===== config.mk =====
export PLATFORM = sky130hd
export DESIGN_NAME = block_bitmap_reconciler_unit_flat
export DESIGN_NICKNAME = d
export VERILOG_FILES = /design/src/rtl/bbr_pkg.sv /design/src/rtl/bbr_if.sv /design/src/rtl/bbr_classify.sv /design/src/rtl/block_bitmap_reconciler_unit.sv /design/src/flat_wrapper.sv
export SDC_FILE = /design/constraint.sdc
export NUM_CORES = 1
export LEC_CHECK = 0
export ABC_AREA = 1
export BUFFER_PORTS_ARGS = -buffer_cell sky130_fd_sc_hd__clkbuf_2
export CAP_MARGIN = 20
export CORE_MARGIN = 2
export CORE_UTILIZATION = 48
export DETAILED_ROUTE_END_ITERATION = 6
export PLACE_DENSITY = 0.64
export SLEW_MARGIN = 10
export SYNTH_ARGS = -nofsm -noshare
export SYNTH_HDL_FRONTEND = slang
export SYNTH_SLANG_ARGS = --single-unit

===== constraint.sdc =====
create_clock -name clk -period 7 [get_ports clk]
set_input_delay 1.4 -clock clk [delete_from_list [all_inputs] [get_ports clk]]
set_output_delay 1.4 -clock clk [all_outputs]
set_load 0.02 [all_outputs]

===== src/rtl/bbr_pkg.sv =====
// bbr_pkg: codes, field types and the per-block classification struct
// for the block bitmap reconciler. No dependencies.
package bbr_pkg;

  typedef logic [1:0]  state_t;
  typedef logic [3:0]  mark_t;
  typedef logic [1:0]  fix_t;
  typedef logic [1:0]  action_t;
  typedef logic [4:0]  cnt_mask_t;
  typedef logic [31:0] count_t;
  typedef logic [63:0] blkno_t;
  typedef logic [2:0]  cfg_idx_t;

  // allocation states
  localparam state_t ST_FREE      = 2'd0;
  localparam state_t ST_USED      = 2'd1;
  localparam state_t ST_FREE_META = 2'd2;
  localparam state_t ST_USED_META = 2'd3;

  // checker marks
  localparam mark_t MARK_FREE      = 4'd0;
  localparam mark_t MARK_USED      = 4'd1;
  localparam mark_t MARK_FREE_META = 4'd2;
  localparam mark_t MARK_BAD_META  = 4'd3;
  localparam mark_t MARK_INODE_LO  = 4'd4;
  localparam mark_t MARK_INODE_HI  = 4'd10;
  localparam mark_t MARK_INDIR     = 4'd11;
  localparam mark_t MARK_XATTR     = 4'd15;

  // fix kinds
  localparam fix_t FIX_NONE    = 2'd0;
  localparam fix_t FIX_AUTO    = 2'd1;
  localparam fix_t FIX_RO      = 2'd2;
  localparam fix_t FIX_CONFIRM = 2'd3;

  // header actions
  localparam action_t HA_NONE    = 2'd0;
  localparam action_t HA_CONVERT = 2'd1;
  localparam action_t HA_FULL    = 2'd2;

  // count mismatch mask bits
  localparam cnt_mask_t MASK_FREE       = 5'd1;
  localparam cnt_mask_t MASK_USED_INODE = 5'd2;
  localparam cnt_mask_t MASK_FREE_INODE = 5'd4;
  localparam cnt_mask_t MASK_USED_META  = 5'd8;
  localparam cnt_mask_t MASK_FREE_META  = 5'd16;
  localparam cnt_mask_t CONVERT_ONLY_BITS = MASK_FREE | MASK_FREE_META;

  // configuration register indexes
  localparam cfg_idx_t CFG_FIRST_DATA_BLOCK = 3'd0;
  localparam cfg_idx_t CFG_HDR_FREE         = 3'd1;
  localparam cfg_idx_t CFG_HDR_USED_INODE   = 3'd2;
  localparam cfg_idx_t CFG_HDR_FREE_INODE   = 3'd3;
  localparam cfg_idx_t CFG_HDR_USED_META    = 3'd4;
  localparam cfg_idx_t CFG_HDR_FREE_META    = 3'd5;
  localparam cfg_idx_t CFG_READ_ONLY        = 3'd6;

  localparam count_t CNT_MAX = 32'hFFFF_FFFF;

  // which counter a block bumps
  typedef enum logic [2:0] {
    CNT_NONE,
    CNT_FREE,
    CNT_INODE,
    CNT_META,
    CNT_FREE_META
  } cnt_kind_t;

  typedef struct packed {
    state_t    expected;
    logic      mismatch;
    fix_t      fix;
    cnt_kind_t kind;
  } cls_t;

endpackage


===== src/rtl/bbr_if.sv =====
// bbr_in_if / bbr_out_if: valid-ready channels of the block bitmap reconciler.
// Depends on bbr_pkg.
interface bbr_in_if;
  import bbr_pkg::*;
  logic   valid;
  logic   ready;
  state_t disk_state;
  mark_t  block_mark;
  logic   last_block;

  modport source (output valid, disk_state, block_mark, last_block, input ready);
  modport sink   (input valid, disk_state, block_mark, last_block, output ready);
endinterface

interface bbr_out_if;
  import bbr_pkg::*;
  logic      valid;
  logic      ready;
  blkno_t    block_number;
  logic      mismatch;
  state_t    expected_state;
  fix_t      fix_kind;
  logic      summary_valid;
  cnt_mask_t count_mismatch_mask;
  action_t   header_action;
  count_t    free_total;
  count_t    used_inode_total;
  count_t    used_meta_total;
  count_t    free_meta_total;

  modport source (output valid, block_number, mismatch, expected_state, fix_kind,
                  summary_valid, count_mismatch_mask, header_action, free_total,
                  used_inode_total, used_meta_total, free_meta_total,
                  input ready);
  modport sink   (input valid, block_number, mismatch, expected_state, fix_kind,
                  summary_valid, count_mismatch_mask, header_action, free_total,
                  used_inode_total, used_meta_total, free_meta_total,
                  output ready);
  modport mon    (input valid, ready, block_number, mismatch, expected_state,
                  fix_kind, summary_valid, count_mismatch_mask, header_action,
                  free_total, used_inode_total, used_meta_total, free_meta_total);
endinterface


===== src/rtl/bbr_classify.sv =====
// bbr_classify: maps a block mark to its expected state and counter, and
// grades the on-disk state against it. Depends on bbr_pkg.
module bbr_classify (
  input  bbr_pkg::state_t disk_state,
  input  bbr_pkg::mark_t  block_mark,
  input  logic            read_only,
  output bbr_pkg::cls_t   cls
);
  import bbr_pkg::*;

  state_t    expected;
  cnt_kind_t kind;
  logic      mism;

  always_comb begin
    unique case (block_mark) inside
      MARK_FREE, MARK_BAD_META: begin
        expected = ST_FREE;
        kind     = CNT_FREE;
      end
      MARK_FREE_META: begin
        expected = ST_FREE_META;
        kind     = CNT_FREE_META;
      end
      MARK_USED: begin
        expected = ST_USED;
        kind     = CNT_NONE;
      end
      [MARK_INODE_LO:MARK_INODE_HI]: begin
        expected = ST_USED_META;
        kind     = CNT_INODE;
      end
      [MARK_INDIR:MARK_XATTR]: begin
        expected = ST_USED_META;
        kind     = CNT_META;
      end
      default: begin
        expected = ST_USED_META;
        kind     = CNT_META;
      end
    endcase
  end

  assign mism = (disk_state != expected);

  always_comb begin
    cls.expected = expected;
    cls.mismatch = mism;
    cls.kind     = kind;
    if (!mism) begin
      cls.fix = FIX_NONE;
    end else if (disk_state == ST_FREE_META && expected == ST_FREE) begin
      cls.fix = read_only ? FIX_RO : FIX_AUTO;
    end else begin
      cls.fix = FIX_CONFIRM;
    end
  end

endmodule


===== src/rtl/block_bitmap_reconciler_unit.sv =====
// Block bitmap reconciler, top level: input register, classification, group
// counters and result register. Depends on bbr_pkg, bbr_if and bbr_classify.
// An accepted item is held in the input register, then in the result register.
// Throughput: one item per cycle; the input register and the result register
//   advance together whenever the result register is empty or being taken.
// Reset (rst_n, synchronous, low): empties both registers, clears counters,
//   block offset and all configuration registers. No clearing pass.
module block_bitmap_reconciler_unit (
  input  logic                clk,
  input  logic                rst_n,
  bbr_in_if.sink              in_ch,
  bbr_out_if.source           out_ch,
  input  logic                cfg_we,
  input  bbr_pkg::cfg_idx_t   cfg_index,
  input  logic [63:0]         cfg_wdata
);
  import bbr_pkg::*;

  // ---------------------------------------------------------------- config
  blkno_t first_data_block_r;
  count_t hdr_free_r, hdr_used_inode_r, hdr_free_inode_r;
  count_t hdr_used_meta_r, hdr_free_meta_r;
  logic   read_only_r;

  always_ff @(posedge clk) begin
    if (!rst_n) begin
      first_data_block_r <= '0;
      hdr_free_r         <= '0;
      hdr_used_inode_r   <= '0;
      hdr_free_inode_r   <= '0;
      hdr_used_meta_r    <= '0;
      hdr_free_meta_r    <= '0;
      read_only_r        <= 1'b0;
    end else if (cfg_we) begin
      unique case (cfg_index)
        CFG_FIRST_DATA_BLOCK: first_data_block_r <= cfg_wdata;
        CFG_HDR_FREE:         hdr_free_r         <= cfg_wdata[31:0];
        CFG_HDR_USED_INODE:   hdr_used_inode_r   <= cfg_wdata[31:0];
        CFG_HDR_FREE_INODE:   hdr_free_inode_r   <= cfg_wdata[31:0];
        CFG_HDR_USED_META:    hdr_used_meta_r    <= cfg_wdata[31:0];
        CFG_HDR_FREE_META:    hdr_free_meta_r    <= cfg_wdata[31:0];
        CFG_READ_ONLY:        read_only_r        <= cfg_wdata[0];
        default: ; // unmapped index: dropped
      endcase
    end
  end

  // ------------------------------------------------------ handshake control
  logic s1_valid_r, out_valid_r;
  logic adv;   // result register may load this cycle

  assign adv         = !out_valid_r || out_ch.ready;
  assign in_ch.ready = !s1_valid_r || adv;

  // ---------------------------------------------------------- input stage
  state_t s1_disk_r;
  mark_t  s1_mark_r;
  logic   s1_last_r;

  always_ff @(posedge clk) begin
    if (!rst_n) begin
      s1_valid_r <= 1'b0;
    end else if (in_ch.ready) begin
      s1_valid_r <= in_ch.valid;
    end
  end

  always_ff @(posedge clk) begin
    if (in_ch.ready && in_ch.valid) begin
      s1_disk_r <= in_ch.disk_state;
      s1_mark_r <= in_ch.block_mark;
      s1_last_r <= in_ch.last_block;
    end
  end

  // ------------------------------------------------------- classification
  cls_t cls;

  bbr_classify u_cls (
    .disk_state (s1_disk_r),
    .block_mark (s1_mark_r),
    .read_only  (read_only_r),
    .cls        (cls)
  );

  // ---------------------------------------------------------- group counts
  // Counts include the current block; each saturates at all ones.
  count_t offset_r, free_cnt_r, inode_cnt_r, meta_cnt_r, fmeta_cnt_r;
  count_t free_cnt_nxt, inode_cnt_nxt, meta_cnt_nxt, fmeta_cnt_nxt;
  count_t offset_nxt;
  logic   step;

  assign step = s1_valid_r && adv;

  assign free_cnt_nxt  = (cls.kind == CNT_FREE && free_cnt_r != CNT_MAX)
                         ? free_cnt_r + 32'd1 : free_cnt_r;
  assign inode_cnt_nxt = (cls.kind == CNT_INODE && inode_cnt_r != CNT_MAX)
                         ? inode_cnt_r + 32'd1 : inode_cnt_r;
  assign meta_cnt_nxt  = (cls.kind == CNT_META && meta_cnt_r != CNT_MAX)
                         ? meta_cnt_r + 32'd1 : meta_cnt_r;
  assign fmeta_cnt_nxt = (cls.kind == CNT_FREE_META && fmeta_cnt_r != CNT_MAX)
                         ? fmeta_cnt_r + 32'd1 : fmeta_cnt_r;
  assign offset_nxt    = offset_r + 32'd1;   // wraps

  always_ff @(posedge clk) begin
    if (!rst_n) begin
      offset_r    <= '0;
      free_cnt_r  <= '0;
      inode_cnt_r <= '0;
      meta_cnt_r  <= '0;
      fmeta_cnt_r <= '0;
    end else if (step) begin
      if (s1_last_r) begin
        // group closed: start the next one from zero
        offset_r    <= '0;
        free_cnt_r  <= '0;
        inode_cnt_r <= '0;
        meta_cnt_r  <= '0;
        fmeta_cnt_r <= '0;
      end else begin
        offset_r    <= offset_nxt;
        free_cnt_r  <= free_cnt_nxt;
        inode_cnt_r <= inode_cnt_nxt;
        meta_cnt_r  <= meta_cnt_nxt;
        fmeta_cnt_r <= fmeta_cnt_nxt;
      end
    end
  end

  // --------------------------------------------------- header comparison
  // Free-inode blocks are never counted, so that header field is checked
  // against zero.
  cnt_mask_t mask;
  action_t   action;

  always_comb begin
    mask = '0;
    if (hdr_free_r       != free_cnt_nxt)  mask = mask | MASK_FREE;
    if (hdr_used_inode_r != inode_cnt_nxt) mask = mask | MASK_USED_INODE;
    if (hdr_free_inode_r != '0)            mask = mask | MASK_FREE_INODE;
    if (hdr_used_meta_r  != meta_cnt_nxt)  mask = mask | MASK_USED_META;
    if (hdr_free_meta_r  != fmeta_cnt_nxt) mask = mask | MASK_FREE_META;
    if (mask == '0)                              action = HA_NONE;
    else if ((mask & ~CONVERT_ONLY_BITS) == '0)  action = HA_CONVERT;
    else                                         action = HA_FULL;
  end

  // ------------------------------------------------------- result register
  blkno_t    blkno_r;
  logic      mism_r, sum_valid_r;
  state_t    exp_r;
  fix_t      fix_r;
  cnt_mask_t mask_r;
  action_t   action_r;
  count_t    free_tot_r, inode_tot_r, meta_tot_r, fmeta_tot_r;

  always_ff @(posedge clk) begin
    if (!rst_n) begin
      out_valid_r <= 1'b0;
    end else if (adv) begin
      out_valid_r <= s1_valid_r;
    end
  end

  always_ff @(posedge clk) begin
    if (step) begin
      blkno_r     <= first_data_block_r + {32'd0, offset_r};   // wraps mod 2^64
      mism_r      <= cls.mismatch;
      exp_r       <= cls.expected;
      fix_r       <= cls.fix;
      sum_valid_r <= s1_last_r;
      // summary fields read zero except on the group's last block
      mask_r      <= s1_last_r ? mask          : '0;
      action_r    <= s1_last_r ? action        : HA_NONE;
      free_tot_r  <= s1_last_r ? free_cnt_nxt  : '0;
      inode_tot_r <= s1_last_r ? inode_cnt_nxt : '0;
      meta_tot_r  <= s1_last_r ? meta_cnt_nxt  : '0;
      fmeta_tot_r <= s1_last_r ? fmeta_cnt_nxt : '0;
    end
  end

  assign out_ch.valid               = out_valid_r;
  assign out_ch.block_number        = blkno_r;
  assign out_ch.mismatch            = mism_r;
  assign out_ch.expected_state      = exp_r;
  assign out_ch.fix_kind            = fix_r;
  assign out_ch.summary_valid       = sum_valid_r;
  assign out_ch.count_mismatch_mask = mask_r;
  assign out_ch.header_action       = action_r;
  assign out_ch.free_total          = free_tot_r;
  assign out_ch.used_inode_total    = inode_tot_r;
  assign out_ch.used_meta_total     = meta_tot_r;
  assign out_ch.free_meta_total     = fmeta_tot_r;

endmodule


===== src/flat_wrapper.sv =====
// flat-port wrapper written by rule: the top's interface ports become plain ports
module block_bitmap_reconciler_unit_flat import bbr_pkg::*;
  (clk, rst_n, cfg_we, cfg_index, cfg_wdata, in_ch_valid, in_ch_disk_state, in_ch_block_mark, in_ch_last_block, in_ch_ready, out_ch_valid, out_ch_block_number, out_ch_mismatch, out_ch_expected_state, out_ch_fix_kind, out_ch_summary_valid, out_ch_count_mismatch_mask, out_ch_header_action, out_ch_free_total, out_ch_used_inode_total, out_ch_used_meta_total, out_ch_free_meta_total, out_ch_ready);
  bbr_in_if in_ch_i ();
  bbr_out_if out_ch_i ();
  input  logic clk;
  input  logic rst_n;
  input  logic cfg_we;
  input  bbr_pkg::cfg_idx_t cfg_index;
  input  logic [63:0] cfg_wdata;
  input wire logic [$bits(in_ch_i.valid)-1:0] in_ch_valid;
  input wire logic [$bits(in_ch_i.disk_state)-1:0] in_ch_disk_state;
  input wire logic [$bits(in_ch_i.block_mark)-1:0] in_ch_block_mark;
  input wire logic [$bits(in_ch_i.last_block)-1:0] in_ch_last_block;
  output wire logic [$bits(in_ch_i.ready)-1:0] in_ch_ready;
  output wire logic [$bits(out_ch_i.valid)-1:0] out_ch_valid;
  output wire logic [$bits(out_ch_i.block_number)-1:0] out_ch_block_number;
  output wire logic [$bits(out_ch_i.mismatch)-1:0] out_ch_mismatch;
  output wire logic [$bits(out_ch_i.expected_state)-1:0] out_ch_expected_state;
  output wire logic [$bits(out_ch_i.fix_kind)-1:0] out_ch_fix_kind;
  output wire logic [$bits(out_ch_i.summary_valid)-1:0] out_ch_summary_valid;
  output wire logic [$bits(out_ch_i.count_mismatch_mask)-1:0] out_ch_count_mismatch_mask;
  output wire logic [$bits(out_ch_i.header_action)-1:0] out_ch_header_action;
  output wire logic [$bits(out_ch_i.free_total)-1:0] out_ch_free_total;
  output wire logic [$bits(out_ch_i.used_inode_total)-1:0] out_ch_used_inode_total;
  output wire logic [$bits(out_ch_i.used_meta_total)-1:0] out_ch_used_meta_total;
  output wire logic [$bits(out_ch_i.free_meta_total)-1:0] out_ch_free_meta_total;
  input wire logic [$bits(out_ch_i.ready)-1:0] out_ch_ready;
  assign in_ch_i.valid = in_ch_valid;
  assign in_ch_i.disk_state = in_ch_disk_state;
  assign in_ch_i.block_mark = in_ch_block_mark;
  assign in_ch_i.last_block = in_ch_last_block;
  assign in_ch_ready = in_ch_i.ready;
  assign out_ch_valid = out_ch_i.valid;
  assign out_ch_block_number = out_ch_i.block_number;
  assign out_ch_mismatch = out_ch_i.mismatch;
  assign out_ch_expected_state = out_ch_i.expected_state;
  assign out_ch_fix_kind = out_ch_i.fix_kind;
  assign out_ch_summary_valid = out_ch_i.summary_valid;
  assign out_ch_count_mismatch_mask = out_ch_i.count_mismatch_mask;
  assign out_ch_header_action = out_ch_i.header_action;
  assign out_ch_free_total = out_ch_i.free_total;
  assign out_ch_used_inode_total = out_ch_i.used_inode_total;
  assign out_ch_used_meta_total = out_ch_i.used_meta_total;
  assign out_ch_free_meta_total = out_ch_i.free_meta_total;
  assign out_ch_i.ready = out_ch_ready;
  block_bitmap_reconciler_unit u_core (.clk(clk), .rst_n(rst_n), .in_ch(in_ch_i), .out_ch(out_ch_i), .cfg_we(cfg_we), .cfg_index(cfg_index), .cfg_wdata(cfg_wdata));
endmodule

-- Word-level counts from Yosys, hierarchy flattened
Index checks and enable logic that the tools add are counted.
- register bits: 599
- input bits: 79
- reduce and logical (&&, ||, !) cells: 27
- bitwise logic cells: 1
- $lt $le $gt $ge: 2
- add/subtract/negate cells: 6
- equality and inequality tests: 23
- mux-type cells: 19
- operators with widths (cell ; count):
    $mux 32 ; 9
    $add 32x1->32 const B ; 5
    $ne 32x32->1 ; 4
    $ne 32x32->1 const B ; 4
    $add 64x32->64 ; 1
    $reduce_bool 32->1 ; 1
    $reduce_and 2->1 ; 7
    $eq 3x2->1 const B ; 4
    $eq 3x3->1 const B ; 4
    $pmux 3 s4 ; 1
    $logic_not 5->1 ; 2
    $eq 4x2->1 const B ; 2
    $logic_and 1x1->1 ; 8
    $mux 2 ; 4
    $eq 3x1->1 const B ; 2
    $pmux 2 s3 ; 1
    $mux 5 ; 1
    $eq 4x1->1 const B ; 1
    $ge 4x3->1 const B ; 1
    $le 4x4->1 const B ; 1
    $logic_not 4->1 ; 1
    $mux 4 ; 1
    $reduce_or 2->1 ; 2
    $logic_not 3->1 ; 1
    other kinds (8) ; 10

-- Longest topological paths before layout
- depth in word-level cells: 14
- gate-level depth with buffers: 21
- gate-level depth less buffers: 20

-- Modules after synthesis
From an unflattened synthesis, not the netlist that was laid out.
- cells, all modules: 4592
- area total of the unflattened synthesis: 32232.2 sq um
- modules (own cells, without submodules) (module ; instances ; cells each ; area each (sq um)):
    block_bitmap_reconciler_unit ; 1 ; 4562 ; 32095.8
    bbr_classify ; 1 ; 30 ; 136.4

-- Least setup slack after synthesis
OpenSTA, ideal clock, no wires.
- path kind: input -> register
- from: input out_ch_ready
- to: register u_core.offset_r[26]
- stages on the path: 13
- setup time: 119 ps
- slack: 1207 ps
- arrival: 5674 ps
- buffers on the path: 0
- cells stage by stage: inv_1 -> nand2_1 -> nand2_1 -> inv_2 -> nand3_1 -> nor3_2 -> nand3_1 -> nor3_2 -> nand3_1 -> nor3_2 -> nand3_1 -> nor3b_1 -> nor2_1
- cells in the longest elaborated chain, start to end: 2
- ends and longest elaborated chain (what ; line ; RTL):
    start: declaration ; flat_wrapper.sv:28 ; input wire logic [$bits(out_ch_i.ready)-1:0] out_ch_ready;
    $logic_or 1x1->1 ; block_bitmap_reconciler_unit.sv:52 ; assign adv = !out_valid_r || out_ch.ready;
    $logic_and 1x1->1 ; block_bitmap_reconciler_unit.sv:93 ; assign step = s1_valid_r && adv;
    via u_core.step ; block_bitmap_reconciler_unit.sv:91 ; logic step;
    end signal: assignment ; block_bitmap_reconciler_unit.sv:121 ; offset_r <= offset_nxt;
    end: declaration ; block_bitmap_reconciler_unit.sv:88 ; count_t offset_r, free_cnt_r, inode_cnt_r, meta_cnt_r, fmeta_cnt_r;
The timed path passes the listed nets, and every way through them passes these cells.
A chain may end at the register's enable or synchronous reset.

-- Worst setup path in the final report
- from: input out_ch_ready
- to: register u_core.offset_r[22]
Same word-level chain as after synthesis.

==> impl_results.md <==
- Lkg Pwr: 14.5 nW
- GRT Residual Overflow: 0
- #FFs+latches synth: 599
- Area Growth Syn to Fin: 13.7%
- Root buf cell: clkbuf_16
- Clock Skew: 0.0264 ns
- Critical Path Source: out_ch_ready
- Clock sink total: 599
- Core area: 65,900 um2
- Hold buffers post-CTS: 0
- Clock-pin slew on the worst setup and hold paths: 0.06 ns
- Starting Density: 0.485
- CP Max Fanout: 68
- CTS tree: yes
- Die height: 262 um
- Slew Limit Fails: 0
- Critical Path RT: 7.54 ns
- Pwr/cell area: 232 nW/um2
- Comb pwr share: 0.097
- Clock Power Share: 0.451
- Cell Chain, Critical Path: clkbuf_2, inv_1, nand2_1, nand2_4, inv_8, nand3_1, nor3_2, nand3_1, nor3_2, nand3_1, nor3_2, nand3_1, inv_1, o21ai_0, a21oi_1
- Insertion delay to the later sink of the worst-skew pair: 0.63 ns
- Die area: 68,600 um2
- Worst R2R Start: u_core.inode_cnt_r[0]
- H-tree Lvls: 3
- TritonCTS Buffers: 68
- Fin util: 0.551
- Actual slew at the worst max-slew pin: 1.08 ns
- CP Capture Type: flip-flop
- FMAX: 244 MHz
- Sequential fraction of the synthesis area: 0.442
- First-pass GRT wire length: 159 mm
- WS Path Type: primary input to flip-flop
- WP depth: 15
- Max Cap Viol: 0
- RR Endpoint: u_core.out_ch.header_action[1]
- Max stage delay on crit path: 0.64 ns
- Seq pwr share: 0.451
- Area leader, netlist: dfxtp_1
- Internal power: 6.20 mW
- Post-synth EDFFs: 212
- Largest net degree at the start of global routing: 90
- Die width: 262 um
- Gr usage total: 0.301
- WP buf/inv: 4
- Worst setup SP type: primary input
- Postcts setup bufs: 0
- CP Capture Point: u_core.offset_r[22]
- Share of the synthesized area in the top cell type: 0.243
- Register-to-Register Path Depth: 18
- Count leader, synth: nand2_1
- Hpwl dp: 73.8 mm
- Failing checks: DRC
- Psw: 2.23 mW
- Adder-Cell Fraction of Synth Area: 0.0151
- Status: finished, violations left
- Internal reg-to-reg setup slack: 3.17 ns
- Arr. time, crit path: 4.64 ns
- Post-synth cell types: 49
- Delay-heaviest family, CP: simple AND/OR/NAND/NOR gates
- Most used cell, CP: nand3_1
- Initial antenna violation count: 6
- Router iterations before antenna repair: 7
- DRC viols: 9
- Synth Area in Compound Gates: 0.107
- Mapped cell area: 31,900 um2
- Final Hold Vio Count: 0
- Routed via count: 30,266
- Post-cts sizing count: 0
- Worst hold path class: flip-flop to flip-flop
- Area contributors post-synth: dfxtp_1 (24%), edfxtp_1 (20%), nand2_1 (15%)
- Switching portion of total power: 0.264
- Syn_nets: 4,594
- Via-to-Cell Ratio: 5.38
- I/O pins: 286
- Setup repair after global routing missed its margin: no
- DR WL/cell: 18.7 um
- Mapped Avg Cell Area: 7.13 um2
- DRT Wirelength: 105 mm
- Relative slew slack: 0.282
- Antenna viol nets, final: 0
- Mux share of post-synthesis cell area: 0
- Routability cong.: 0.991
- Port Buffers: 285
- Clock Path Buffers: 3
- # setup viols final: 0
- Slowest cell on the critical path: inv_8
- Synth Flop Type: dfxtp_1
- Num rows: 94
- Nets: 4,818
- Post-layout min period: 4.10 ns
- Initial DRC Count: 3,016
- Maximum vdd ir drop: 0.136 mV
- Post-synth top cells: nand2_1 (1,234), nor2_1 (640), inv_1 (438), dfxtp_1 (387), a21oi_1 (358)
- Xor and xnor area share after synthesis: 0.0373
- Mapped Cells: 4,477
- Share of layout cells above drive strength 1: 0.106
- Simple-Gate Fraction of Synth Area: 0.322
- Vias in the first global route: 27,491
- Final TNS setup: 0 ns
- Async S/R FF share, synth: 0
- Fin Hold WS: 0.445 ns
- Main combinational cell family by area after synthesis: simple AND/OR/NAND/NOR gates
- Ys Warns: 0
- Period utilization: 0.586
==> placed cells by master (no fill, tap or decap), drive strengths merged <==
master | netlist | routed
diode | 0 | 1
clkinvlp | 0 | 5
inv | 448 | 451
fa | 1 | 1
a21oi | 358 | 358
xnor2 | 26 | 26
xor2 | 105 | 105
o31ai | 2 | 2
a211oi | 1 | 1
nand3b | 49 | 49
clkbuf | 129 | 366
nand2 | 1268 | 1268
and2 | 1 | 1
xnor3 | 2 | 2
bufinv | 0 | 10
o21ai | 273 | 273
o21a | 13 | 13
edfxtp | 212 | 212
a31oi | 11 | 11
nor2 | 662 | 662
buf | 25 | 24
or2 | 6 | 6
o22ai | 2 | 2
o21bai | 2 | 2
clkinv | 1 | 27
a21boi | 5 | 5
a21o | 1 | 1
nand4 | 52 | 52
nor3b | 2 | 2
nor3 | 43 | 43
nor4 | 21 | 21
nand3 | 332 | 332
dfxtp | 387 | 387
ha | 37 | 37
==> layer usage <==
metal | GRT usage | wire (um) | up-vias
met3 | 0.0560 | 9020 | 163
met5 | 0 | 33 | -
li1 | - | - | 14968
met2 | 0.470 | 46200 | 1146
met1 | 0.418 | 46100 | 13985
met4 | 0.109 | 3650 | 4
==> worst register-to-register path, stage by stage, from the launching register on <==
cell and delay [ns]:
dfxtp_1 0.50, ha_1 0.29, nand2_2 0.09, nor2_4 0.15, nand2_4 0.09, nor2_8 0.17
nand2_4 0.17, nand2_4 0.38, inv_2 0.32, nand2_1 0.21, nand2_1 0.08, nand2_1 0.06
nand3_1 0.07, nor2_1 0.23, nand2_1 0.08, nor2_1 0.29, nand3_2 0.14, nor2_2 0.17
nor2_1 0.05
==> cell families after synthesis <==
family,count (synthesis)
fa+ha+maj,38
flops,599
compound gates,668
buf+inv,603
simple gates,2436
xor+xnor,133
==> worst min-delay path by stage <==
stage | startpoint | end | cells past startpoint
floorplan | u_core.hdr_free_inode_r[11] | u_core.hdr_free_inode_r[11] | 2
global placement | u_core.hdr_free_inode_r[8] | u_core.hdr_free_inode_r[8] | 2
detailed placement | u_core.hdr_free_inode_r[15] | u_core.hdr_free_inode_r[15] | 2
CTS | u_core.hdr_free_inode_r[15] | u_core.hdr_free_inode_r[15] | 2
global route | u_core.hdr_free_inode_r[15] | u_core.hdr_free_inode_r[15] | 2
finish | u_core.hdr_free_inode_r[13] | u_core.hdr_free_inode_r[13] | 2
==> sequential cells by signal, indices dropped and copies added, names as in the netlist, 4 cells and up <==
name and count:
u_core.meta_cnt_r 32, u_core.out_ch.count_mismatch_mask 5, u_core.out_ch.used_meta_total 32, u_core.hdr_free_meta_r 32, u_core.fmeta_cnt_r 32, u_core.out_ch.free_total 32
u_core.s1_mark_r 4, u_core.hdr_free_inode_r 32, u_core.hdr_used_inode_r 32, u_core.hdr_used_meta_r 32, u_core.out_ch.used_inode_total 32, u_core.hdr_free_r 32
u_core.first_data_block_r 64, u_core.offset_r 32, u_core.inode_cnt_r 32, u_core.out_ch.free_meta_total 32, u_core.free_cnt_r 32, u_core.out_ch.block_number 64
==> cell type report <==
| class | instances | area, um2 |
|---|---|---|
| clock buffer | 82 | 1840 |
| sequential | 599 | 14100 |
| multi-input combinational | 3275 | 15400 |
| clock inverter | 44 | 514 |
| inverter | 449 | 1700 |
| fill | 6367 | 29600 |
| antenna | 1 | 2.50 |
| tap | 864 | 1080 |
| timing repair buffer | 308 | 1630 |
==> through the flow <==
| step | power (mW) | setup slack (ns) | std cells | instance area [um2] |
|---|---|---|---|---|
| after floorplan | 4.38 | 1.21 | 4477 | 31900 |
| after global placement | 4.68 | 2.30 | 5494 | 33900 |
| after detailed placement | 4.69 | 2.28 | 5494 | 33900 |
| after CTS | 8.46 | 2.91 | 5620 | 36300 |
| after global routing | 8.71 | 2.42 | 5621 | 36300 |
| final | 8.43 | 2.90 | 5622 | 36300 |
==> power groups by stage <==
stage / clock network, mW / registers (mW) / logic (mW)
final: 3.80 / 3.80 / 0.821
after global placement: 0 / 3.88 / 0.805
after global routing: 3.99 / 3.81 / 0.898
after detailed placement: 0 / 3.87 / 0.811
after CTS: 3.84 / 3.80 / 0.815
after floorplan: 0 / 3.94 / 0.440
No activity file was read; power rests on OpenSTA's default activity.
